==> src/ntc_sh_pkg.sv <==
// Shared types and constants of the thermistor converter.
// No dependencies; every other file takes names from here by scope.
package ntc_sh_pkg;

   localparam int CODE_W = 12;
   localparam int RES_W = 16;
   localparam int TEMP_W = 19;
   localparam int STAT_W = 2;
   localparam int COEF_W = 40;
   localparam int FS_W = 16;
   localparam int DATA_W = 64;
   localparam int ADDR_W = 5;
   localparam int REG_LSB = 3;

   // Fixed-point widths of the log and polynomial path.
   localparam int E_W = 4;
   localparam int FR_W = 32;
   localparam int M_W = 32;
   localparam int L_W = E_W + FR_W;
   localparam int L2_W = 40;
   localparam int L3_W = 44;
   localparam int BL_W = 44;
   localparam int CL_W = 52;
   localparam int D_W = 53;
   localparam int CH_W = 18;
   localparam int LN2_W = 28;

   localparam logic [LN2_W-1:0] LN2_Q28 = 28'd186065280;
   localparam logic [TEMP_W-1:0] ABS_ZERO_Q8 = 19'd69926;
   localparam logic [TEMP_W-1:0] K_MAX = 19'd332069;
   localparam logic signed [TEMP_W-1:0] TEMP_MAX = 19'sd262143;
   localparam logic signed [TEMP_W-1:0] TEMP_ABS_ZERO = -19'sd69926;

   localparam logic [RES_W-1:0] PULLUP_RESET = 16'd10000;
   localparam logic [COEF_W-1:0] COEF_A_RESET = 40'd312718699126;
   localparam logic [COEF_W-1:0] COEF_B_RESET = 40'd66987385282;
   localparam logic [COEF_W-1:0] COEF_C_RESET = 40'd18295874;

   typedef enum logic [STAT_W-1:0] {
      STATUS_OK   = 2'd0,
      STATUS_ZERO = 2'd1,
      STATUS_SAT  = 2'd2
   } status_type;

   typedef enum logic [ADDR_W-REG_LSB-1:0] {
      REG_PULLUP = 2'd0,
      REG_COEF_A = 2'd1,
      REG_COEF_B = 2'd2,
      REG_COEF_C = 2'd3
   } reg_index_type;

   typedef struct packed {
      logic [RES_W-1:0] pullup_ohms;
      logic [COEF_W-1:0] coef_a;
      logic [COEF_W-1:0] coef_b;
      logic [COEF_W-1:0] coef_c;
   } cfg_type;

   // Per-item side information that rides along the pipeline.
   typedef struct packed {
      logic [RES_W-1:0] resistance;
      status_type status;
      logic zero;
   } side_type;

endpackage

==> src/ntc_sh_csr.sv <==
// APB-style register file holding the pull-up value and the three coefficients.
// Depends on ntc_sh_pkg.
module ntc_sh_csr (
   input  logic clock,
   input  logic reset,
   input  logic csr_psel,
   input  logic csr_penable,
   input  logic csr_pwrite,
   input  logic [ntc_sh_pkg::ADDR_W-1:0] csr_paddr,
   input  logic [ntc_sh_pkg::DATA_W-1:0] csr_pwdata,
   output logic [ntc_sh_pkg::DATA_W-1:0] csr_prdata,
   output logic csr_pready,
   output ntc_sh_pkg::cfg_type cfg
);
   ntc_sh_pkg::cfg_type cfg_ff, cfg_in;
   ntc_sh_pkg::reg_index_type index;
   logic write;

   assign index = ntc_sh_pkg::reg_index_type'(
      csr_paddr[ntc_sh_pkg::ADDR_W-1:ntc_sh_pkg::REG_LSB]);
   assign write = csr_psel & csr_penable & csr_pwrite;
   assign csr_pready = 1'b1;
   assign cfg = cfg_ff;

   always_comb begin
      cfg_in = cfg_ff;
      if (write) begin
         case (index)
            ntc_sh_pkg::REG_PULLUP: cfg_in.pullup_ohms = csr_pwdata[ntc_sh_pkg::RES_W-1:0];
            ntc_sh_pkg::REG_COEF_A: cfg_in.coef_a = csr_pwdata[ntc_sh_pkg::COEF_W-1:0];
            ntc_sh_pkg::REG_COEF_B: cfg_in.coef_b = csr_pwdata[ntc_sh_pkg::COEF_W-1:0];
            ntc_sh_pkg::REG_COEF_C: cfg_in.coef_c = csr_pwdata[ntc_sh_pkg::COEF_W-1:0];
            default: cfg_in = cfg_ff;
         endcase
      end
   end

   always_comb begin
      case (index)
         ntc_sh_pkg::REG_PULLUP: csr_prdata = ntc_sh_pkg::DATA_W'(cfg_ff.pullup_ohms);
         ntc_sh_pkg::REG_COEF_A: csr_prdata = ntc_sh_pkg::DATA_W'(cfg_ff.coef_a);
         ntc_sh_pkg::REG_COEF_B: csr_prdata = ntc_sh_pkg::DATA_W'(cfg_ff.coef_b);
         ntc_sh_pkg::REG_COEF_C: csr_prdata = ntc_sh_pkg::DATA_W'(cfg_ff.coef_c);
         default: csr_prdata = '0;
      endcase
   end

   always_ff @(posedge clock) begin
      if (reset) begin
         cfg_ff.pullup_ohms <= ntc_sh_pkg::PULLUP_RESET;
         cfg_ff.coef_a <= ntc_sh_pkg::COEF_A_RESET;
         cfg_ff.coef_b <= ntc_sh_pkg::COEF_B_RESET;
         cfg_ff.coef_c <= ntc_sh_pkg::COEF_C_RESET;
      end else begin
         cfg_ff <= cfg_in;
      end
   end
endmodule

==> config.mk <==
export PLATFORM = sky130hd
export DESIGN_NAME = ntc_sh_csr
export DESIGN_NICKNAME = d
export VERILOG_FILES = /design/src/ntc_sh_pkg.sv /design/src/ntc_sh_csr.sv
export SDC_FILE = /design/constraint.sdc
export NUM_CORES = 1
export LEC_CHECK = 0
export BUFFER_PORTS_ARGS = -buffer_cell sky130_fd_sc_hd__buf_2
export CAP_MARGIN = 5
export CORE_MARGIN = 4
export CORE_UTILIZATION = 45
export CTS_BUF_LIST = sky130_fd_sc_hd__clkbuf_4
export CTS_CLUSTER_DIAMETER = 120
export DETAILED_ROUTE_END_ITERATION = 16
export HOLD_SLACK_MARGIN = 0.05
export PLACE_DENSITY_LB_ADDON = 0.05
export SYNTH_ARGS = -nofsm -noshare
export SYNTH_HDL_FRONTEND = slang
export SYNTH_SLANG_ARGS = --single-unit
==> constraint.sdc <==
create_clock -name clock -period 1.1 [get_ports clock]
set_input_delay 0.11 -clock clock [delete_from_list [all_inputs] [get_ports clock]]
set_output_delay 0.11 -clock clock [all_outputs]
set_load 0.02 [all_outputs]
Yosys cells after proc, flatten, opt, wreduce, memory -nomap -nowiden
Index checks and enable logic that the tools add are counted.
Storage, ports and cells
  flip-flop bits (word level): 136
  input port bits: 74
  logic and storage cells: 15
Operators by class
  equality and inequality tests: 3
  multiplexer cells: 1
  bitwise operators: 2
  reductions and logical operators: 5
Operator list (number)
  $pmux W64 S4: 1
  $reduce_and A2 Y1: 4
  $eq A2 B2 Y1 const B: 2
  $and A1 B1 Y1: 2
  $eq A2 B1 Y1 const B: 1
  $logic_not A2 Y1: 1

Longest topological paths before layout
  depth after elaboration: 3
  depth in mapped cells: 6
  gate-level depth less buffers: 3

Worst setup path before layout
No wires, ideal clock.
  path kind: input -> output
  start point: in csr_paddr[3] (netlist bit)
  end point: out csr_prdata[21] (netlist bit)
  arrival time: 1.129 ns
  required time: 0.990 ns
  path slack: -0.139 ns
  stages: 4
  cell sequence: buf_2 > buf_2 > mux2_1 > a22o_1
Between the ends
  cells in the longest elaborated chain, start to end: 2
  elaborated cells on any way between the ends: 5
RTL lines
  start, declared: line ntc_sh_csr.sv:9  | input logic [ntc_sh_pkg::ADDR_W-1:0] csr_paddr,
  $eq A2 B2 Y1 (tied with other cells): line ntc_sh_csr.sv:39  | case (index)
  $pmux W64 S4 *: line ntc_sh_csr.sv:39
  end, declared: line ntc_sh_csr.sv:11  | output logic [ntc_sh_pkg::DATA_W-1:0] csr_prdata,
Every way passes the cells marked *; elsewhere a longest branch is shown, timed or not. The select of a mux whose other input is x is not followed.

Worst setup path in the final report
  start point: reg cfg_ff, in the netlist cfg[6]
  end point: out csr_prdata[6] (netlist bit)
Between the ends
  cells in the longest elaborated chain, start to end: 1
RTL lines
  start, declared: line ntc_sh_csr.sv:15  | ntc_sh_pkg::cfg_type cfg_ff, cfg_in;
  start signal, assigned: line ntc_sh_csr.sv:55  | cfg_ff <= cfg_in;
  $pmux W64 S4: line ntc_sh_csr.sv:39
Every way passes these cells. The select of a mux whose other input is x is not followed.

==> results.py <==
metrics = {
    "run_status": {
        "run_status": "finished with violations",
        "violations": "negative setup slack",
    },
    "floorplanning": {
        "initial_core_util": 0.4571,
        "pin_count": 275,
        "std_cell_rows": 44,
        "dieArea_um2": 16710,
        "die_y_um": 129.3,
        "die_w_um": 129.3,
        "core_region_area_um2": 14480,
    },
    "critical_path": {
        "cp_num_buf_inv": 1,
        "arrival_ps": 1530,
        "r2r_slack_ps": 140,
        "cp_cell_sequence": "mux4_2 -> buf_6",
        "cp_max_fo": 2,
        "r2r-end": "cfg[67]",
        "setup.worst_path.start_class": "flip-flop",
        "critical_path.top_delay_family": "multiplexers",
        "cp_slowest_cell": "mux4_2",
        "cp-end-kind": "output pin",
        "crit_type": "flip-flop to output pin",
        "timing.rr.start": "cfg[67]",
        "slowest_delay_ps": 490,
        "required_ps": 990,
        "reg2reg_depth": 5,
    },
    "layout": {
        "largest_reg_flops": 136,
        "num-fill-cells": 832,
        "fin_area_um2": 11610,
        "synthToLayoutAreaGrowth_pct": 75.40,
        "final_cell_mix": "buf_6, dfxtp_2, mux2i_1",
        "seq_area_um2": 2910,
        "multi_input_area_um2": 3565,
        "final_common_cell": "buf_6",
        "nNetsFinal": 1116,
        "drive_gt1_frac": 0.5913,
    },
    "job": {
        "cap_viol_max_count": 0,
    },
    "sta": {
        "fmax_mhz": 611.2,
        "min_period_ps": 1636,
        "tns_ps": -33790,
        "finalSetupViolations": 176,
        "hold_violations": 0,
        "fin_crit_sh": 1.487,
        "fin_skew_ps": 0,
        "drv_slew": 0,
        "rsz0062_at_grt": "yes",
        "final.setup.worst_slack_ps": -536.2,
    },
    "logic_synthesis": {
        "yosysUniqueCellTypes": 26,
        "synth_area_um2": 6618,
        "yosysWarnings": 0,
        "synth-compound-area-share": 0.04594,
        "synth_simple_gate_area_frac": 0.1772,
        "ys_seq_area_frac": 0.4114,
        "synth_top_family_by_area": "multiplexers",
        "syn-instance-count": 625,
        "synthXorXnorAreaFrac": 0,
        "ys_ff_latch": 136,
        "syn_avg_cell_area_um2": 10.59,
        "synth_fa_ha_area_frac": 0,
        "synth_mux_area_frac": 0.2859,
    },
    "power": {
        "vdd_drop_max_v": 0.0006821,
        "leakagePower_uw": 0.005426,
        "power_density_nw_per_um2": 847.8,
        "power_uw": 9841,
    },
    "grt": {
        "gr-usage-all-layers": 0.2616,
        "antenna_found_initial": 2,
        "overflow": 0,
        "grt_pass1_vias": 6439,
        "grt_max_degree": 87,
        "grt_pass1_wl_um": 34250,
    },
    "worst_hold_path": {
        "hold_path.startpoint": "csr_penable",
        "holdPathEnd": "cfg[57]",
        "holdPathStages": 5,
        "hold_class": "input pin to flip-flop",
    },
    "clock_tree": {
        "cts_made_buffers": 17,
        "cts_max_level": 4,
        "ctsLongestPathBuffers": 2,
        "clk_pin_slew_ps": 110,
        "root_buffer": "clkbuf_4",
        "clkSinkCount": 136,
        "cts_tree": "built",
        "clock_latency_ps": 530,
    },
    "drt": {
        "viasPerCell": 5.069,
        "initialDrtViolationCount": 328,
        "vias": 6276,
        "dr.pass1.iters": 4,
        "drt-total-wl_um": 23350,
        "antenna_left": 0,
        "remaining_drc_errors": 0,
        "routedWlPerCell_um": 18.86,
    },
    "place": {
        "hpwl_um": 13680,
        "dpl-instance-area_um2": 8402,
        "gp_congestion": 0.8206,
        "portBuffers": 222,
    },
}
## how the worst max path moves through the flow
stage / end / startpoint / depth (start not counted)
2_1_floorplan: csr_prdata[10] / csr_paddr[4] / 3
3_3_place_gp: csr_prdata[27] / csr_paddr[3] / 5
3_5_place_dp: csr_prdata[28] / csr_paddr[3] / 5
4_1_cts: csr_prdata[10] / cfg[10] / 2
5_1_grt: csr_prdata[9] / cfg[9] / 2
6_report: csr_prdata[6] / cfg[6] / 2
## cell usage after synthesis
master | n | area [um^2]
dfxtp_1 | 136 | 2723
mux2i_1 | 126 | 1261
nand2b_1 | 120 | 750.7
nor2_1 | 68 | 255.2
buf_4 | 35 | 262.8
a22o_1 | 24 | 210.2
mux2_1 | 24 | 270.3
clkbuf_1 | 18 | 67.56
mux4_2 | 16 | 360.4
buf_2 | 13 | 65.06
buf_6 | 11 | 123.9
and3_1 | 10 | 62.56
a211o_1 | 9 | 78.83
conb_1 | 2 | 7.510
nand3_1 | 2 | 10.01
a21bo_2 | 1 | 10.01
a21oi_1 | 1 | 5.000
and2_4 | 1 | 8.760
and3_4 | 1 | 11.26
nand2_1 | 1 | 3.750
nand3_2 | 1 | 10.01
nand3b_1 | 1 | 7.510
nor2b_1 | 1 | 6.260
nor3_4 | 1 | 16.27
nor3b_4 | 1 | 18.77
or3_4 | 1 | 11.26
## per-layer routing
layer | track usage | vias up | part of all wire
met5 | 0 | - | 0
li1 | - | 2937 | -
met1 | 0.3163 | 3070 | 0.40
met3 | 0.06018 | 33 | 0.062
met4 | 0.09265 | 0 | 0.017
met2 | 0.4567 | 236 | 0.52
## area by class of cell
cell class / instances / area share
Timing Repair Buffer: 452 / 0.4028
Sequential cell: 136 / 0.2507
Antenna cell: 2 / 0.0004312
Multi-Input combinational cell: 435 / 0.3071
Clock inverter: 7 / 0.004851
Clock buffer: 22 / 0.01423
Tap cell: 184 / 0.01983
## report_power, final
| group | switching [uW] | internal (uW) | leakage [uW] | total, uW |
|---|---|---|---|---|
| registers | 58.1 | 4980 | 0.00112 | 5040 |
| clock network | 1720 | 1180 | 0.000132 | 2900 |
| logic | 915 | 987 | 0.00418 | 1900 |
| total | 2690 | 7150 | 0.00543 | 9840 |
## kinds of logic after synthesis
family | count (synthesis)
multiplexers | 166
buffers and inverters | 77
other | 2
flip-flops | 136
AND/OR/NAND/NOR | 209
AO/OA/AOI/OAI | 35
## stage by stage
| step | setup slack [ps] | util | hold slack, ps | cells |
|---|---|---|---|---|
| floorplan | 0.9336 | - | 257.5 | 648 |
| global placement | -220.6 | 0.5803 | 377.7 | 1065 |
| detailed placement | -260.7 | 0.5803 | 379.8 | 1065 |
| finish | -536.2 | 0.8017 | 169.6 | 1238 |
| global route | -603.3 | 0.8017 | 145.0 | 1238 |
| CTS | -567.0 | 0.7637 | 135.3 | 1186 |
## timing repair
item | in CTS | in global routing
setup endpoints to repair | 176 | 176
pin swaps | 22 | 22
hold buffers | 41 | 0
setup buffers | 56 | 84
gates resized for setup | 587 | 81
endpoints found under the hold margin | 136 | 0
## worst min-delay path: stages
cell	delay [ps]
buf_2	120
nand3_2	100
nor3b_4	70
buf_4	160
mux2i_1	110
Note: power is estimated with default switching activity, not from simulation.
