==> config.mk <==
export PLATFORM = sky130hd
export DESIGN_NAME = ntc_sh_recip
export DESIGN_NICKNAME = d
export VERILOG_FILES = /design/src/ntc_sh_pkg.sv /design/src/ntc_sh_recip.sv
export SDC_FILE = /design/constraint.sdc
export NUM_CORES = 2
export LEC_CHECK = 0
export BUFFER_PORTS_ARGS = -buffer_cell sky130_fd_sc_hd__buf_4
export CAP_MARGIN = 20
export CORE_UTILIZATION = 56
export DETAILED_ROUTE_END_ITERATION = 6
export PLACE_DENSITY_LB_ADDON = 0.08
export SYNTH_ARGS = -nofsm -noshare
export SYNTH_HDL_FRONTEND = slang
export SYNTH_SLANG_ARGS = --single-unit
==> constraint.sdc <==
create_clock -name clock -period 5.9 [get_ports clock]
set_input_delay 1.475 -clock clock [delete_from_list [all_inputs] [get_ports clock]]
set_output_delay 1.475 -clock clock [all_outputs]
set_load 0.02 [all_outputs]
==> src/ntc_sh_pkg.sv <==
// Shared types and constants of the thermistor converter.
// No dependencies; every other file takes names from here by scope.
package ntc_sh_pkg;

   localparam int CODE_W = 12;
   localparam int RES_W = 16;
   localparam int TEMP_W = 19;
   localparam int STAT_W = 2;
   localparam int COEF_W = 40;
   localparam int FS_W = 16;
   localparam int DATA_W = 64;
   localparam int ADDR_W = 5;
   localparam int REG_LSB = 3;

   // Fixed-point widths of the log and polynomial path.
   localparam int E_W = 4;
   localparam int FR_W = 32;
   localparam int M_W = 32;
   localparam int L_W = E_W + FR_W;
   localparam int L2_W = 40;
   localparam int L3_W = 44;
   localparam int BL_W = 44;
   localparam int CL_W = 52;
   localparam int D_W = 53;
   localparam int CH_W = 18;
   localparam int LN2_W = 28;

   localparam logic [LN2_W-1:0] LN2_Q28 = 28'd186065280;
   localparam logic [TEMP_W-1:0] ABS_ZERO_Q8 = 19'd69926;
   localparam logic [TEMP_W-1:0] K_MAX = 19'd332069;
   localparam logic signed [TEMP_W-1:0] TEMP_MAX = 19'sd262143;
   localparam logic signed [TEMP_W-1:0] TEMP_ABS_ZERO = -19'sd69926;

   localparam logic [RES_W-1:0] PULLUP_RESET = 16'd10000;
   localparam logic [COEF_W-1:0] COEF_A_RESET = 40'd312718699126;
   localparam logic [COEF_W-1:0] COEF_B_RESET = 40'd66987385282;
   localparam logic [COEF_W-1:0] COEF_C_RESET = 40'd18295874;

   typedef enum logic [STAT_W-1:0] {
      STATUS_OK   = 2'd0,
      STATUS_ZERO = 2'd1,
      STATUS_SAT  = 2'd2
   } status_type;

   typedef enum logic [ADDR_W-REG_LSB-1:0] {
      REG_PULLUP = 2'd0,
      REG_COEF_A = 2'd1,
      REG_COEF_B = 2'd2,
      REG_COEF_C = 2'd3
   } reg_index_type;

   typedef struct packed {
      logic [RES_W-1:0] pullup_ohms;
      logic [COEF_W-1:0] coef_a;
      logic [COEF_W-1:0] coef_b;
      logic [COEF_W-1:0] coef_c;
   } cfg_type;

   // Per-item side information that rides along the pipeline.
   typedef struct packed {
      logic [RES_W-1:0] resistance;
      status_type status;
      logic zero;
   } side_type;

endpackage

==> src/ntc_sh_recip.sv <==
// Rounded reciprocal of the denominator in Kelvin Q8, one quotient bit per
// stage, then the offset to Celsius and saturation. Uses ntc_sh_pkg.
module ntc_sh_recip (
   input  logic clock,
   input  logic reset,
   input  logic en,
   input  logic in_valid,
   input  ntc_sh_pkg::side_type in_side,
   input  logic [ntc_sh_pkg::D_W-1:0] in_den,
   output logic out_valid,
   output logic [ntc_sh_pkg::RES_W-1:0] out_resistance,
   output logic signed [ntc_sh_pkg::TEMP_W-1:0] out_temperature,
   output logic [ntc_sh_pkg::STAT_W-1:0] out_status
);
   localparam int D_W = ntc_sh_pkg::D_W;
   localparam int QK = ntc_sh_pkg::TEMP_W;
   localparam int N_W = 57;
   localparam int TEMP_W = ntc_sh_pkg::TEMP_W;

   logic v_ff [0:QK];
   logic v_in [0:QK];
   logic [D_W-1:0] rem_ff [0:QK];
   logic [D_W-1:0] rem_in [0:QK];
   logic [D_W-1:0] d_ff [0:QK];
   logic [D_W-1:0] d_in [0:QK];
   logic [QK-1:0] low_ff [0:QK];
   logic [QK-1:0] low_in [0:QK];
   logic [QK-1:0] q_ff [0:QK];
   logic [QK-1:0] q_in [0:QK];
   logic ovf_ff [0:QK];
   logic ovf_in [0:QK];
   ntc_sh_pkg::side_type side_ff [0:QK];
   ntc_sh_pkg::side_type side_in [0:QK];

   logic ov_ff, ov_in;
   logic [ntc_sh_pkg::RES_W-1:0] res_ff, res_in;
   logic signed [TEMP_W-1:0] temp_ff, temp_in;
   logic [ntc_sh_pkg::STAT_W-1:0] stat_ff, stat_in;

   logic [N_W-1:0] n;
   logic [D_W:0] t;

   always_comb begin
      t = '0;
      // Numerator 2^56 + D/2; a quotient past 19 bits, or a zero divisor, is saturation.
      n = (N_W'(1) << (N_W - 1)) + N_W'(in_den >> 1);
      v_in[0] = in_valid;
      side_in[0] = in_side;
      d_in[0] = in_den;
      rem_in[0] = D_W'(n[N_W-1:QK]);
      low_in[0] = n[QK-1:0];
      q_in[0] = '0;
      ovf_in[0] = (D_W'(n[N_W-1:QK]) >= in_den);

      for (int k = 1; k <= QK; k++) begin
         t = {rem_ff[k-1], low_ff[k-1][QK-1]};
         v_in[k] = v_ff[k-1];
         side_in[k] = side_ff[k-1];
         d_in[k] = d_ff[k-1];
         ovf_in[k] = ovf_ff[k-1];
         low_in[k] = low_ff[k-1] << 1;
         if (t >= {1'b0, d_ff[k-1]}) begin
            rem_in[k] = D_W'(t - {1'b0, d_ff[k-1]});
            q_in[k] = {q_ff[k-1][QK-2:0], 1'b1};
         end else begin
            rem_in[k] = D_W'(t);
            q_in[k] = {q_ff[k-1][QK-2:0], 1'b0};
         end
      end

      ov_in = v_ff[QK];
      res_in = side_ff[QK].resistance;
      stat_in = side_ff[QK].status;
      if (side_ff[QK].zero) begin
         temp_in = ntc_sh_pkg::TEMP_ABS_ZERO;
      end else if (ovf_ff[QK] || q_ff[QK] > ntc_sh_pkg::K_MAX) begin
         temp_in = ntc_sh_pkg::TEMP_MAX;
      end else begin
         temp_in = signed'(TEMP_W'(q_ff[QK] - ntc_sh_pkg::ABS_ZERO_Q8));
      end
   end

   assign out_valid = ov_ff;
   assign out_resistance = res_ff;
   assign out_temperature = temp_ff;
   assign out_status = stat_ff;

   always_ff @(posedge clock) begin
      if (reset) begin
         for (int k = 0; k <= QK; k++) v_ff[k] <= 1'b0;
         ov_ff <= 1'b0;
      end else if (en) begin
         for (int k = 0; k <= QK; k++) v_ff[k] <= v_in[k];
         ov_ff <= ov_in;
      end
   end

   always_ff @(posedge clock) begin
      if (en) begin
         for (int k = 0; k <= QK; k++) begin
            rem_ff[k] <= rem_in[k];
            d_ff[k] <= d_in[k];
            low_ff[k] <= low_in[k];
            q_ff[k] <= q_in[k];
            ovf_ff[k] <= ovf_in[k];
            side_ff[k] <= side_in[k];
         end
         res_ff <= res_in;
         temp_ff <= temp_in;
         stat_ff <= stat_in;
      end
   end
endmodule

Word level (Yosys, flattened, before mapping)
Memory sizes are Yosys's and may differ from the RTL's. A register that Yosys moved wholly into a read port is not among the register bits.
Cells that the tools add are included.
{"block": "op_classes", "mux": 65, "reduce_logical": 2, "addsub": 21, "n_bitwise": 20, "order_cmp": 21}
{"operator": ">= comparator 54 x 53 -> 1 bit", "count": 19}
{"operator": "two-way mux 53 bit", "count": 19}
{"operator": "subtractor 53 bit", "count": 19}
{"operator": "adder 57 x 52 -> 57 bit (first input constant)", "count": 1}
{"operator": ">= comparator 38 x 53 -> 1 bit", "count": 1}
{"operator": "two-way mux 1 bit", "count": 45}
{"operator": "bitwise OR 1 bit", "count": 20}
{"operator": "greater-than comparator 19 bit (second input constant)", "count": 1}
{"operator": "two-way mux 19 bit", "count": 1}
{"operator": "subtractor 19 x 17 -> 19 bit (second input constant)", "count": 1}
{"operator": "OR reduction 2 bit", "count": 1}
{"operator": "logical OR 1 bit", "count": 1}
{"block": "totals", "input_bits": 76, "elab_cells": 140, "memories": 7, "output_inout_bits": 38, "reg_bits": 37, "ramBits": 3300}
{"name": "d_ff", "depth": 20, "width": 53, "read_ports": 19, "rd_clocked_by_memory_dff": 0, "write_ports": 20, "line": "ntc_sh_recip.sv:24", "source": "logic [D_W-1:0] d_ff [0:QK];"}
{"name": "rem_ff", "depth": 20, "width": 53, "read_ports": 19, "rd_clocked_by_memory_dff": 0, "write_ports": 20, "line": "ntc_sh_recip.sv:22", "source": "logic [D_W-1:0] rem_ff [0:QK];"}
{"name": "low_ff", "depth": 20, "width": 19, "read_ports": 19, "rd_clocked_by_memory_dff": 0, "write_ports": 20, "line": "ntc_sh_recip.sv:26", "source": "logic [QK-1:0] low_ff [0:QK];"}
{"name": "q_ff", "depth": 20, "width": 19, "read_ports": 20, "rd_clocked_by_memory_dff": 0, "write_ports": 20, "line": "ntc_sh_recip.sv:28", "source": "logic [QK-1:0] q_ff [0:QK];"}
{"name": "side_ff", "depth": 20, "width": 19, "read_ports": 20, "rd_clocked_by_memory_dff": 0, "write_ports": 20, "line": "ntc_sh_recip.sv:32", "source": "ntc_sh_pkg::side_type side_ff [0:QK];"}
{"name": "ovf_ff", "depth": 20, "width": 1, "read_ports": 20, "rd_clocked_by_memory_dff": 0, "write_ports": 20, "line": "ntc_sh_recip.sv:30", "source": "logic ovf_ff [0:QK];"}
{"name": "1 more memories"}

Logic depth before layout (Yosys ltp)
{"block": "depth", "ltp_word": 4, "ltp_mapped": 19, "ltp_nobuf": 16}

Worst setup path after synthesis
Ideal clock, no wire load.
{"block": "synth_path", "path_kind": "flip-flop to flip-flop", "from": "memory d_ff[10][9]", "to": "memory rem_ff[11][1], data pin", "slack_ns": 1.776, "period_less_slack_ns": 4.124, "setup_ns": 0.260, "stages_incl_launch_ff": 17, "t_arrival_ns": 3.864, "n_path_buf": 1, "required_time_ns": 5.640, "path_cell_list": "edfxtp_1 inv_1 ha_1 inv_1 fa_1 a21oi_1 o21ai_0 a21oi_1 o31ai_1 o21ai_1 o2111a_1 o21ai_1 a221o_1 a31o_2 a31oi_2 buf_2 mux2_2"}
{"element": "from (decl)", "line": "ntc_sh_recip.sv:24"}
{"element": "to (decl)", "line": "ntc_sh_recip.sv:22"}

==> impl_metrics.csv <==
group,metric,value,unit
logic_synthesis,syn_inst,13300,
logic_synthesis,synth_top_area_frac,0.539,
floorplan,initial_utilization,0.565,
logic_synthesis,yosysUniqueCellTypes,97,
cts,hold_buffers,0,
hold_path,min_path_type,"reg2reg",
detailed_routing,avgRoutedWirePerCell,20.8,µm
timing,finalCritPeriodShare,0.896,
timing,setup_viol,0,
cts,root_buffer,"clkbuf_16",
logic_synthesis,syn_avg_cell_area,11.0,µm²
power,powerDensity,524,nW/µm²
floorplan,core_area,257000,µm²
cells_and_area,finish.net_count,14500,
worst_setup_path,cp-end-kind,"register",
worst_setup_path,critPathSlowestCell,"o31ai_1",
timing,rsz0062_at_grt,"no",
cts,cts_tree,"built",
worst_setup_path,critPathMaxStageDelay,0.64,ns
timing,fin_crit,5.28,ns
worst_setup_path,worst_path_most_repeated_cell,"a31oi_1",
timing,relSlewSlack,0.244,
place,port_buffers,113,
worst_setup_path,cp.arrival,5.91,ns
logic_synthesis,synth_top_cell_by_area,"edfxtp_1",
timing,setup_tns,0,ns
floorplan,die-area,262000,µm²
floorplan,std_cell_rows,186,
cts,htreeDepth,5,
timing,drv_slew,0,
global_route,gr-usage-all-layers,0.266,
timing,max_freq,189,MHz
detailed_routing,drtIter0Drc,7140,
worst_setup_path,crit_fanout,33,
cells_and_area,layout_common_cells,"edfxtp_1 (2608), a21oi_1 (1366), inv_1 (1285)",
global_route,antenna_found_initial,5,
cells_and_area,drive_above_1_share,0.0737,
cts,clock_path_buffers,4,
detailed_routing,drc_errors,0,
timing,finalHoldWorstSlack,0.396,ns
cts,cts-buffers-inserted,289,
cts,post_cts_resized,0,
logic_synthesis,synth.area.top_cells,"edfxtp_1 (54%), ha_1 (8.8%), a21oi_1 (4.7%), inv_1 (3.3%), xnor2_1 (3.2%)",
global_route,grt_pass1_wl,549,mm
logic_synthesis,yosys_warnings,0,
logic_synthesis,ys_seq_area_frac,0.539,
cts,clk_latency,0.89,ns
logic_synthesis,synth_nets,14400,
logic_synthesis,synth_edf_count,2608,
cts,clkTransAtPathRegs,0.06,ns
detailed_routing,antenna_left,0,
worst_setup_path,cp-start-kind,"register",
place,hpwl,271,mm
detailed_routing,vias_per_cell,5.90,
power,power.leakage,65.1,nW
cts,post_cts_buffers,0,
detailed_routing,routed_wl,354,mm
detailed_routing,dr.pass1.iters,6,
cells_and_area,synthToLayoutAreaGrowth,10.2,%
power,total_power,83.9,mW
timing,finalClockSkew,0.0418,ns
power,ir_worst_vdd,0.000301,V
floorplan,dieHeight,512,µm
place,gp_congestion,1.07,
logic_synthesis,synth.cell_area,145000,µm²
floorplan,fp.dieW,512,µm
status,status,"completed",
logic_synthesis,synth-main-ff-cell,"edfxtp_1",
global_route,grt_max_degree,179,
cells_and_area,final_util,0.622,
floorplan,ios,114,
worst_setup_path,crit_path_cell_trace,"ha_1 -> and4_1 -> a21boi_0 -> o21ai_0 -> nand3b_1 -> a31oi_1 -> o31ai_1 -> a21oi_1 -> a31oi_1 -> and3_1 -> a211o_2 -> buf_12 -> mux2_2",
detailed_routing,vias,101000,
run,maxCapViolations,0,
cts,clock-sinks,2609,
cells_and_area,mostFrequentLayoutCell,"edfxtp_1",
worst_setup_path,required,6.52,ns
logic_synthesis,ys_ff_latch,2609,
global_route,grt_pass1_vias,102000,
timing,hold_viol_final,0,
global_route,grt_overflow_total,0,
logic_synthesis,synthArstFlopShare,0,
timing,worst_pin_slew,1.12,ns
worst_setup_path,worst-setup-path-type,"reg2reg",
cell type report:
| type | count | area (µm²) |
|---|---|---|
| fill | 19800 | 97200 |
| sequential | 2609 | 78300 |
| multi-input combinational | 8927 | 60600 |
| clock buffer | 345 | 7630 |
| inverter | 1285 | 4820 |
| tap | 3384 | 4230 |
| timing repair buffer | 297 | 2720 |
| clock inverter | 169 | 1750 |
| antenna | 12 | 30.0 |
stage by stage:
stage	worst slack [ns]	cells	instance area (µm²)
after CTS	0.525	17000	160000
after floorplan	1.78	13300	145000
final	0.616	17000	160000
after global routing	0.414	17000	160000
after global placement	0.626	16500	151000
after detailed placement	0.560	16500	151000
registers in the layout (all words and copies together), names as in the netlist:
| signal | flops |
|---|---|
| out_valid | 1 |
| v_ff | 20 |
| out_status | 2 |
| side_ff | 380 |
| ovf_ff | 20 |
| d_ff | 988 |
| rem_ff | 955 |
| q_ff | 190 |
| out_resistance | 16 |
| low_ff | 18 |
| out_temperature | 19 |
path summary, 6_finish.rpt:
path	startpoint	slack, ns	depth (start not counted)	to
max reg2reg	rem_ff[2][4]$_DFFE_PP_	0.62	13	rem_ff[3][10]$_DFFE_PP_
min reg2reg	side_ff[3][4]$_DFFE_PP_	0.40	0	side_ff[3][23]$_DFFE_PP_
min	side_ff[3][4]$_DFFE_PP_	0.40	0	side_ff[3][23]$_DFFE_PP_
max	rem_ff[2][4]$_DFFE_PP_	0.62	13	rem_ff[3][10]$_DFFE_PP_
cell usage after synthesis, types with 80 or more instances:
master and count:
edfxtp_1 2608, a21oi_1 1367, inv_1 1285, ha_1 1023, nand2_1 1003, o21ai_0 873
nor2_1 852, a21o_1 558, xnor2_1 524, clkbuf_1 344, xor2_1 339, nand4_1 237
nand3_1 192, mux2_2 181, o21bai_1 181, a31oi_1 129, nor3_1 124, nor2b_1 116
nand2b_1 103, o21a_1 94, and3_1 87, buf_2 80
where the power goes:
| part | internal [mW] | switching [mW] |
|---|---|---|
| Sequential | 26.4 | 2.28 |
| Combinational | 15.1 | 22.2 |
| Clock | 10.6 | 7.28 |
| Total | 52.1 | 31.8 |
metal layers:
layer,up-vias,global-route usage,wire [µm],part of all wire
li1,48900,-,-,-
met3,1181,0.0234,11400,0.032
met1,47400,0.263,125000,0.35
met5,-,0,0,0
met2,3056,0.517,191000,0.54
met4,0,0.187,27200,0.077
worst max-delay path, delay by kind of cell (launching register included):
| kind | cells | cell delay (ns) |
|---|---|---|
| adder cells (fa/ha/maj) | 1 | 0.41 |
| AO/OA/AOI/OAI | 7 | 2.61 |
| flip-flops | 1 | 0.41 |
| multiplexers | 1 | 0.36 |
| buffers and inverters | 1 | 0.27 |
| AND/OR/NAND/NOR | 3 | 0.92 |
kinds of logic after synthesis:
| kind of cell | synth area share |
|---|---|
| buffers and inverters | 0.0453 |
| xor gates and xnor gates | 0.0520 |
| AOI/OAI and AO/OA | 0.162 |
| muxes | 0.0164 |
| DFF | 0.539 |
| and+or+nand+nor | 0.0953 |
| adders and majority gates | 0.0905 |
(Power assumes the default switching activity.)
