===== src/ntc_sh_pkg.sv =====
// Shared types and constants of the thermistor converter.
// No dependencies; every other file takes names from here by scope.
package ntc_sh_pkg;

   localparam int CODE_W = 12;
   localparam int RES_W = 16;
   localparam int TEMP_W = 19;
   localparam int STAT_W = 2;
   localparam int COEF_W = 40;
   localparam int FS_W = 16;
   localparam int DATA_W = 64;
   localparam int ADDR_W = 5;
   localparam int REG_LSB = 3;

   // Fixed-point widths of the log and polynomial path.
   localparam int E_W = 4;
   localparam int FR_W = 32;
   localparam int M_W = 32;
   localparam int L_W = E_W + FR_W;
   localparam int L2_W = 40;
   localparam int L3_W = 44;
   localparam int BL_W = 44;
   localparam int CL_W = 52;
   localparam int D_W = 53;
   localparam int CH_W = 18;
   localparam int LN2_W = 28;

   localparam logic [LN2_W-1:0] LN2_Q28 = 28'd186065280;
   localparam logic [TEMP_W-1:0] ABS_ZERO_Q8 = 19'd69926;
   localparam logic [TEMP_W-1:0] K_MAX = 19'd332069;
   localparam logic signed [TEMP_W-1:0] TEMP_MAX = 19'sd262143;
   localparam logic signed [TEMP_W-1:0] TEMP_ABS_ZERO = -19'sd69926;

   localparam logic [RES_W-1:0] PULLUP_RESET = 16'd10000;
   localparam logic [COEF_W-1:0] COEF_A_RESET = 40'd312718699126;
   localparam logic [COEF_W-1:0] COEF_B_RESET = 40'd66987385282;
   localparam logic [COEF_W-1:0] COEF_C_RESET = 40'd18295874;

   typedef enum logic [STAT_W-1:0] {
      STATUS_OK   = 2'd0,
      STATUS_ZERO = 2'd1,
      STATUS_SAT  = 2'd2
   } status_type;

   typedef enum logic [ADDR_W-REG_LSB-1:0] {
      REG_PULLUP = 2'd0,
      REG_COEF_A = 2'd1,
      REG_COEF_B = 2'd2,
      REG_COEF_C = 2'd3
   } reg_index_type;

   typedef struct packed {
      logic [RES_W-1:0] pullup_ohms;
      logic [COEF_W-1:0] coef_a;
      logic [COEF_W-1:0] coef_b;
      logic [COEF_W-1:0] coef_c;
   } cfg_type;

   // Per-item side information that rides along the pipeline.
   typedef struct packed {
      logic [RES_W-1:0] resistance;
      status_type status;
      logic zero;
   } side_type;

endpackage


===== src/ntc_sh_rdiv.sv =====
// Resistance stage: pull-up times code over the remaining span, one quotient
// bit per pipeline stage, with zero and saturation handling. Uses ntc_sh_pkg.
module ntc_sh_rdiv #(
   parameter int FULL_SCALE = 4095
) (
   input  logic clock,
   input  logic reset,
   input  logic en,
   input  logic in_valid,
   input  logic [ntc_sh_pkg::CODE_W-1:0] adc_code,
   input  logic [ntc_sh_pkg::RES_W-1:0] pullup_ohms,
   output logic out_valid,
   output ntc_sh_pkg::side_type out_side
);
   localparam int QN = ntc_sh_pkg::RES_W;
   localparam int FS_W = ntc_sh_pkg::FS_W;
   localparam int NUM_W = ntc_sh_pkg::RES_W + ntc_sh_pkg::CODE_W;
   localparam logic [FS_W-1:0] FS = FS_W'(FULL_SCALE);

   logic v0_ff, v0_in;
   logic [ntc_sh_pkg::CODE_W-1:0] code_ff, code_in;
   logic v1_ff, v1_in;
   logic [NUM_W-1:0] num_ff, num_in;
   logic [FS_W-1:0] den1_ff, den1_in;
   ntc_sh_pkg::status_type st1_ff, st1_in;

   logic dv_ff [0:QN];
   logic dv_in [0:QN];
   logic [FS_W-1:0] rem_ff [0:QN];
   logic [FS_W-1:0] rem_in [0:QN];
   logic [FS_W-1:0] den_ff [0:QN];
   logic [FS_W-1:0] den_in [0:QN];
   logic [QN-1:0] low_ff [0:QN];
   logic [QN-1:0] low_in [0:QN];
   logic [QN-1:0] q_ff [0:QN];
   logic [QN-1:0] q_in [0:QN];
   ntc_sh_pkg::status_type st_ff [0:QN];
   ntc_sh_pkg::status_type st_in [0:QN];

   logic [FS_W:0] t;
   logic [QN-1:0] res;

   always_comb begin
      t = '0;
      v0_in = in_valid;
      code_in = adc_code;
      v1_in = v0_ff;
      num_in = NUM_W'(pullup_ohms) * NUM_W'(code_ff);
      den1_in = FS - FS_W'(code_ff);
      if (code_ff == '0) begin
         st1_in = ntc_sh_pkg::STATUS_ZERO;
      end else if (FS_W'(code_ff) >= FS) begin
         st1_in = ntc_sh_pkg::STATUS_SAT;
      end else begin
         st1_in = ntc_sh_pkg::STATUS_OK;
      end

      // A quotient of 2^16 or more shows as a high part already at or above the divisor.
      dv_in[0] = v1_ff;
      rem_in[0] = FS_W'(num_ff[NUM_W-1:QN]);
      low_in[0] = num_ff[QN-1:0];
      q_in[0] = '0;
      den_in[0] = den1_ff;
      if (st1_ff == ntc_sh_pkg::STATUS_OK && FS_W'(num_ff[NUM_W-1:QN]) >= den1_ff) begin
         st_in[0] = ntc_sh_pkg::STATUS_SAT;
      end else begin
         st_in[0] = st1_ff;
      end

      for (int k = 1; k <= QN; k++) begin
         t = {rem_ff[k-1], low_ff[k-1][QN-1]};
         dv_in[k] = dv_ff[k-1];
         den_in[k] = den_ff[k-1];
         st_in[k] = st_ff[k-1];
         low_in[k] = low_ff[k-1] << 1;
         if (t >= {1'b0, den_ff[k-1]}) begin
            rem_in[k] = FS_W'(t - {1'b0, den_ff[k-1]});
            q_in[k] = {q_ff[k-1][QN-2:0], 1'b1};
         end else begin
            rem_in[k] = FS_W'(t);
            q_in[k] = {q_ff[k-1][QN-2:0], 1'b0};
         end
      end
   end

   assign res = (st_ff[QN] == ntc_sh_pkg::STATUS_SAT) ? '1 : q_ff[QN];
   assign out_valid = dv_ff[QN];
   assign out_side.resistance = res;
   assign out_side.status = st_ff[QN];
   assign out_side.zero = (res == '0);

   always_ff @(posedge clock) begin
      if (reset) begin
         v0_ff <= 1'b0;
         v1_ff <= 1'b0;
         for (int k = 0; k <= QN; k++) dv_ff[k] <= 1'b0;
      end else if (en) begin
         v0_ff <= v0_in;
         v1_ff <= v1_in;
         for (int k = 0; k <= QN; k++) dv_ff[k] <= dv_in[k];
      end
   end

   always_ff @(posedge clock) begin
      if (en) begin
         code_ff <= code_in;
         num_ff <= num_in;
         den1_ff <= den1_in;
         st1_ff <= st1_in;
         for (int k = 0; k <= QN; k++) begin
            rem_ff[k] <= rem_in[k];
            den_ff[k] <= den_in[k];
            low_ff[k] <= low_in[k];
            q_ff[k] <= q_in[k];
            st_ff[k] <= st_in[k];
         end
      end
   end
endmodule


===== config.mk =====
export PLATFORM = sky130hd
export DESIGN_NAME = ntc_sh_rdiv
export DESIGN_NICKNAME = d
export VERILOG_FILES = /design/src/ntc_sh_pkg.sv /design/src/ntc_sh_rdiv.sv
export SDC_FILE = /design/constraint.sdc
export NUM_CORES = 2
export LEC_CHECK = 0
export BUFFER_PORTS_ARGS = -buffer_cell sky130_fd_sc_hd__buf_2
export CORE_AREA = 5 5 257 321
export DETAILED_ROUTE_END_ITERATION = 8
export DIE_AREA = 0 0 262 326
export HOLD_SLACK_MARGIN = 0.15
export PLACE_DENSITY = 0.77
export SYNTH_ARGS = -nofsm -noshare
export SYNTH_HDL_FRONTEND = slang
export SYNTH_SLANG_ARGS = --single-unit

===== constraint.sdc =====
create_clock -name clock -period 6.2 [get_ports clock]
set_input_delay 0.31 -clock clock [delete_from_list [all_inputs] [get_ports clock]]
set_output_delay 0.31 -clock clock [all_outputs]
set_load 0.01 [all_outputs]

# After elaboration in Yosys (flattened, before gate mapping)
# Memory sizes are Yosys's and may differ from the RTL's.
# Index checks and enable logic that the tools add are counted.
dict set report op_classes {
  addsub 17
  mul 1
  div_mod_pow 0
  magnitude_cmp 18
  n_eq_ne 1
  n_shift 0
  n_mux 58
  n_bitwise 17
  reduce_logical 4
}
# op n
set ops {}
lappend ops {{greater-or-equal comparator 17 x 16 -> 1 bit} 16}
lappend ops {{2-to-1 mux 16 bit} 17}
lappend ops {{subtractor 16 bit} 16}
lappend ops {{2-to-1 mux 1 bit} 39}
lappend ops {{multiplier 16 x 12 -> 28 bit} 1}
lappend ops {{OR 1 bit} 17}
lappend ops {{greater-or-equal comparator 12 x 16 -> 1 bit} 1}
lappend ops {{zero test 16 bit} 1}
lappend ops {{subtractor 12 x 12 -> 13 bit (first input constant)} 1}
lappend ops {{greater-or-equal comparator 12 bit (second input constant)} 1}
lappend ops {{zero test 12 bit} 1}
lappend ops {{2-to-1 mux 2 bit} 2}
lappend ops {{equality test 2 bit (second input constant)} 1}
lappend ops {{zero test 2 bit} 1}
lappend ops {{logical AND 1 bit} 1}
dict set report word_totals {
  regBits 60
  latchBits 0
  ram_bits 1139
  mem_bits_ro 0
  in_bits 32
  output_inout_bits 20
  wordCells 128
  mem_count 6
}
# name depth word_bits read_ports rd_clocked_by_memory_dff wr line
set memory_table {}
lappend memory_table {den_ff 17 16 16 0 17 ntc_sh_rdiv.sv:31} ;# logic [FS_W-1:0] den_ff [0:QN];
lappend memory_table {low_ff 17 16 16 0 17 ntc_sh_rdiv.sv:33} ;# logic [QN-1:0] low_ff [0:QN];
lappend memory_table {q_ff 17 16 17 0 17 ntc_sh_rdiv.sv:35} ;# logic [QN-1:0] q_ff [0:QN];
lappend memory_table {rem_ff 17 16 16 0 17 ntc_sh_rdiv.sv:29} ;# logic [FS_W-1:0] rem_ff [0:QN];
lappend memory_table {st_ff 17 2 17 0 17 ntc_sh_rdiv.sv:37} ;# ntc_sh_pkg::status_type st_ff [0:QN];
lappend memory_table {dv_ff 17 1 17 0 17 ntc_sh_rdiv.sv:27} ;# logic dv_ff [0:QN];

# Depth between registers and ports, before layout
dict set report depth {
  ltp_word 4
  ltp_mapped 22
  mapped_depth_nobuf 20
}

# Least setup slack after synthesis
# No wires, ideal clock.
dict set report synth_timing {
  path_kind {reg2reg}
  startpoint {register code_ff[4] in the netlist's numbering}
  endpoint {register num_ff[27], data pin}
  setup_time_ns 0.136
  arrival_ns 5.694
  t_required_ns 6.064
  setup_slack_ns 0.370
  path_stages_with_launch 20
  path_buffers 2
  synth_period_minus_slack_ns 5.830
  path_cell_list {edfxtp_1 > clkbuf_1 > clkbuf_1 > nand2_1 > fa_1 > fa_1 > fa_1 > inv_1 > fa_1 > inv_1 > fa_1 > inv_1 > ha_1 > a211o_1 > o311a_1 > or4b_1 > nand3_1 > a31oi_1 > or4_1 > nand3_1}
}
dict set report synth_between {
  elab_chain_cells 1
}
# item line
set synth_rtl {}
lappend synth_rtl {{start: declaration} ntc_sh_rdiv.sv:21} ;# logic [ntc_sh_pkg::CODE_W-1:0] code_ff, code_in;
lappend synth_rtl {{start signal: assignment} ntc_sh_rdiv.sv:106} ;# code_ff <= code_in;
lappend synth_rtl {{multiplier 16 x 12 -> 28 bit} ntc_sh_rdiv.sv:48} ;# num_in = NUM_W'(pullup_ohms) * NUM_W'(code_ff);
lappend synth_rtl {{named net num_in[27]} ntc_sh_rdiv.sv:23} ;# logic [NUM_W-1:0] num_ff, num_in;
lappend synth_rtl {{end signal: assignment} ntc_sh_rdiv.sv:107} ;# num_ff <= num_in;
lappend synth_rtl {{end: declaration} ntc_sh_rdiv.sv:23}
# The timed path passes the listed nets, and every way through them passes these cells.
# A chain may end at the register's enable or synchronous reset.

# Worst setup path after layout
dict set report layout_timing {
  startpoint {register code_ff[7] in the netlist's numbering}
  endpoint {register num_ff[27], data pin}
}
# Same word-level chain as after synthesis.

==> summary.txt <==
Setup path
  • Critical R2R Launch: code_ff[7]
  • CP cell instances: buf_4, nand2_1, fa_1, fa_1, fa_1, fa_1, fa_1, inv_1, ha_1, a21o_1, a21o_1, a21oi_1, or4b_1, nand3_1, a31oi_1, or4_1, nand3_1
  • Reg-to-reg slack, setup: 0.21 ns
  • CP max stage delay: 0.55 ns
  • CP Capture Type: flip-flop
  • Worst EP required: 6.71 ns
  • CP Class: flip-flop to flip-flop
  • Register-to-Register Path Depth: 17
  • Crit start category: flip-flop
  • CP max-delay cell: fa_1
  • R2r endpoint: num_ff[27]
  • Maximum fanout along the worst path: 12
  • Cell mode on critical path: fa_1
  • Worst endpoint data arrival time: 6.50 ns

Finish
  • Final nets: 4,129
  • P&R area growth vs syn: 10.0%
  • Fill cells: 6,127
  • Area of the multi-input gates: 0.0170 mm2
  • Fraction of layout cells with a size suffix above 1: 7.16%
  • Ant. Diodes: 0
  • Final Instance Count excl. Fillers: 4,803
  • Design area: 0.0483 mm2
  • FF+latch area: 0.0247 mm2

Placed design
  • RePlAce Congestion: 0.880
  • DPL Wire Length: 57.8 mm
  • Setup WS pre-CTS: 0.175 ns
  • Port-buffer cells: 51
  • DP Cell Count: 4,626
  • Post-placement cell area: 0.0454 mm2

STA
  • Final Skew: 0.0315 ns
  • Worst slew pin tran: 1.15 ns
  • Final Hold Viols: 0
  • Fmax achieved: 167 MHz
  • Slew HR: 23.5%
  • Final min period: 5.99 ns
  • Final Max Tran Viols: 0
  • Final setup margin: 0.209 ns
  • Setup violators final: 0
  • Final period util: 96.6%

Synthesis
  • Cell taking the most area after synthesis: edfxtp_1
  • Sequential fraction of the synthesis area: 56.3%
  • #FFs+latches synth: 823
  • Top cells by area, synth: edfxtp_1, ha_1, fa_1
  • Unique cell type count in the Yosys netlist: 76
  • Syn_area_per_cell: 12.3 um2
  • Syn nets: 4,023
  • Most common cell in the netlist: edfxtp_1
  • Post-synth top cells: edfxtp_1, inv_1, ha_1
  • Cells after Synth: 3,566
  • YS warnings: 0
  • Post-synth EDFFs: 821
  • Ys flop type: edfxtp_1
  • Yosys top cell area share: 56.2%
  • Cell Area, Synth: 0.0439 mm2
  • FFs w/ async S/R, synth: 0%

Routing
  • DR WL/cell: 16.6 um
  • Post-route ant nets: 0
  • Vias per cell: 5.49
  • DRT Pass-1 Iters: 7
  • Vias: 26,391
  • Post-route DRC: 0
  • Initial DRC count: 1,306
  • Final WL: 79.6 mm

Hold path
  • Hold path startpoint: en
  • Hold Path Depth: 1
  • Hold Path Sink: low_ff[0][170]
  • Class of the worst hold path: input port to flip-flop

Clock network
  • Clock tree from TritonCTS: yes
  • CTS Buf Count: 86
  • Clock-pin slew on the worst setup and hold paths: 0.06 ns
  • Clock Root Buffer: clkbuf_16
  • H-tree Lvls: 3
  • Worst-Skew Late Latency: 0.65 ns
  • Clock sinks: 823
  • Max clock buf depth: 3

Floorplanning
  • Die area: 0.0854 mm2
  • Die H: 326 um
  • Die Wd: 262 um
  • Cell row count: 116
  • IO Pins: 52
  • Core area: 0.0794 mm2
  • Initial core utilization: 55.3%

Power and ir drop
  • Leak: 19.6 nW
  • Power Dens Cells: 465 mW/mm2
  • Maximum vdd drop: 267 uV
  • Total power: 22.5 mW

Run status
  • Status: finished, final reports clean

Run
  • Maxcap violations: 0

Global route
  • Vias in the first global route: 27,622
  • First-pass GRT wire length: 131 mm
  • Total global-route track usage: 18.6%
  • GR Overflow Total: 0
  • Initial antenna violation count: 0
  • Largest net degree at the start of global routing: 184
cell type report:
type	count	share of cell area (%)
tap	1062	2.75
clock inverter	51	0.858
timing repair buffer	101	1.52
multi-input combinational	2169	35.3
sequential	823	51.2
clock buffer	106	4.61
inverter	491	3.82
critical path: cells and delay by family (launching register included):
family | cells | cell delay (ns)
AO/OA/AOI/OAI | 4 | 0.74
adder cells (fa/ha/maj) | 6 | 2.95
buffers and inverters | 2 | 0.28
flip-flops | 1 | 0.52
AND/OR/NAND/NOR | 5 | 1.36
per-stage QoR:
step	setup TNS (ns)	util, %	hold slack, ns
6_report	0	60.8	0.172
5_1_grt	-0.00104	60.8	0.182
4_1_cts	0	60.8	0.163
3_5_place_dp	0	57.2	0.405
3_3_place_gp	0	57.2	0.400
2_1_floorplan	0	-	0.382
state kept, by name (all words and copies together), names as in the netlist:
signal and cells:
code_ff 12, den1_ff 12, den_ff 192, dv_ff 17
low_ff 136, num_ff 28, q_ff 136, rem_ff 252
st1_ff 2, st_ff 34, v0_ff 1, v1_ff 1
timing repair:
item / CTS / global route
hold buffers: 15 / 0
hold endpoints to repair: 15 / 0
endpoints found under the setup margin: 0 / 1
buffers inserted: 0 / 5
gates resized for setup: 0 / 1
how the worst max path moves through the flow:
stage / endpoint / cells after the start / slack (ns) / from
floorplan: num_ff[27] / 19 / 0.37 / code_ff[4]
global placement: num_ff[27] / 18 / 0.31 / pullup_ohms[6]
detailed placement: num_ff[27] / 19 / 0.17 / code_ff[4]
CTS: num_ff[27] / 19 / 0.18 / code_ff[4]
global route: num_ff[27] / 19 / -0.001 / code_ff[4]
finish: num_ff[27] / 17 / 0.21 / code_ff[7]
layout by cell type (no fill, tap or decap), types with 28 or more instances in the layout:
cell type	n
o21ai_0	138
a21o_1	63
a21oi_1	208
nor2_1	205
nand3_1	51
clkbuf_16	86
inv_1	490
o21a_1	29
buf_4	30
edfxtp_1	821
nor3_1	58
ha_1	270
nand4_1	35
or3_1	30
fa_1	155
buf_2	50
mux2_2	35
xnor2_1	112
nand2b_1	56
nand2_1	234
and2_1	92
nor4_1	28
xor2_1	81
nor2b_1	46
where the power goes:
| part | internal (mW) | leakage, nW | total (mW) | switching [mW] |
|---|---|---|---|---|
| clock | 2.74 | 1.27 | 4.85 | 2.11 |
| combinational | 4.00 | 10.4 | 9.15 | 5.16 |
| sequential | 7.87 | 7.95 | 8.47 | 0.601 |
| total | 14.6 | 19.6 | 22.5 | 7.87 |
cells by family (layout without fill, tap and decap cells):
logic type	count (synthesis)	in the layout	synth area share (%)
and+or+nand+nor	902	902	10.2
DFF	823	823	56.3
AOI/OAI and AO/OA	595	595	8.54
buffers and inverters	574	749	4.95
adders and majority gates	425	425	14.8
xor gates and xnor gates	193	193	3.85
muxes	54	54	1.39
metal layers:
| metal | global-route usage, % | up-vias | part of all wire (%) |
|---|---|---|---|
| met5 | 0 | - | 0 |
| met4 | 7.82 | 0 | 4.0 |
| met3 | 2.84 | 199 | 3.1 |
| met2 | 37.4 | 463 | 58 |
| met1 | 18.6 | 12943 | 35 |
| li1 | - | 12786 | - |
Note: power is estimated with default switching activity, not from simulation.
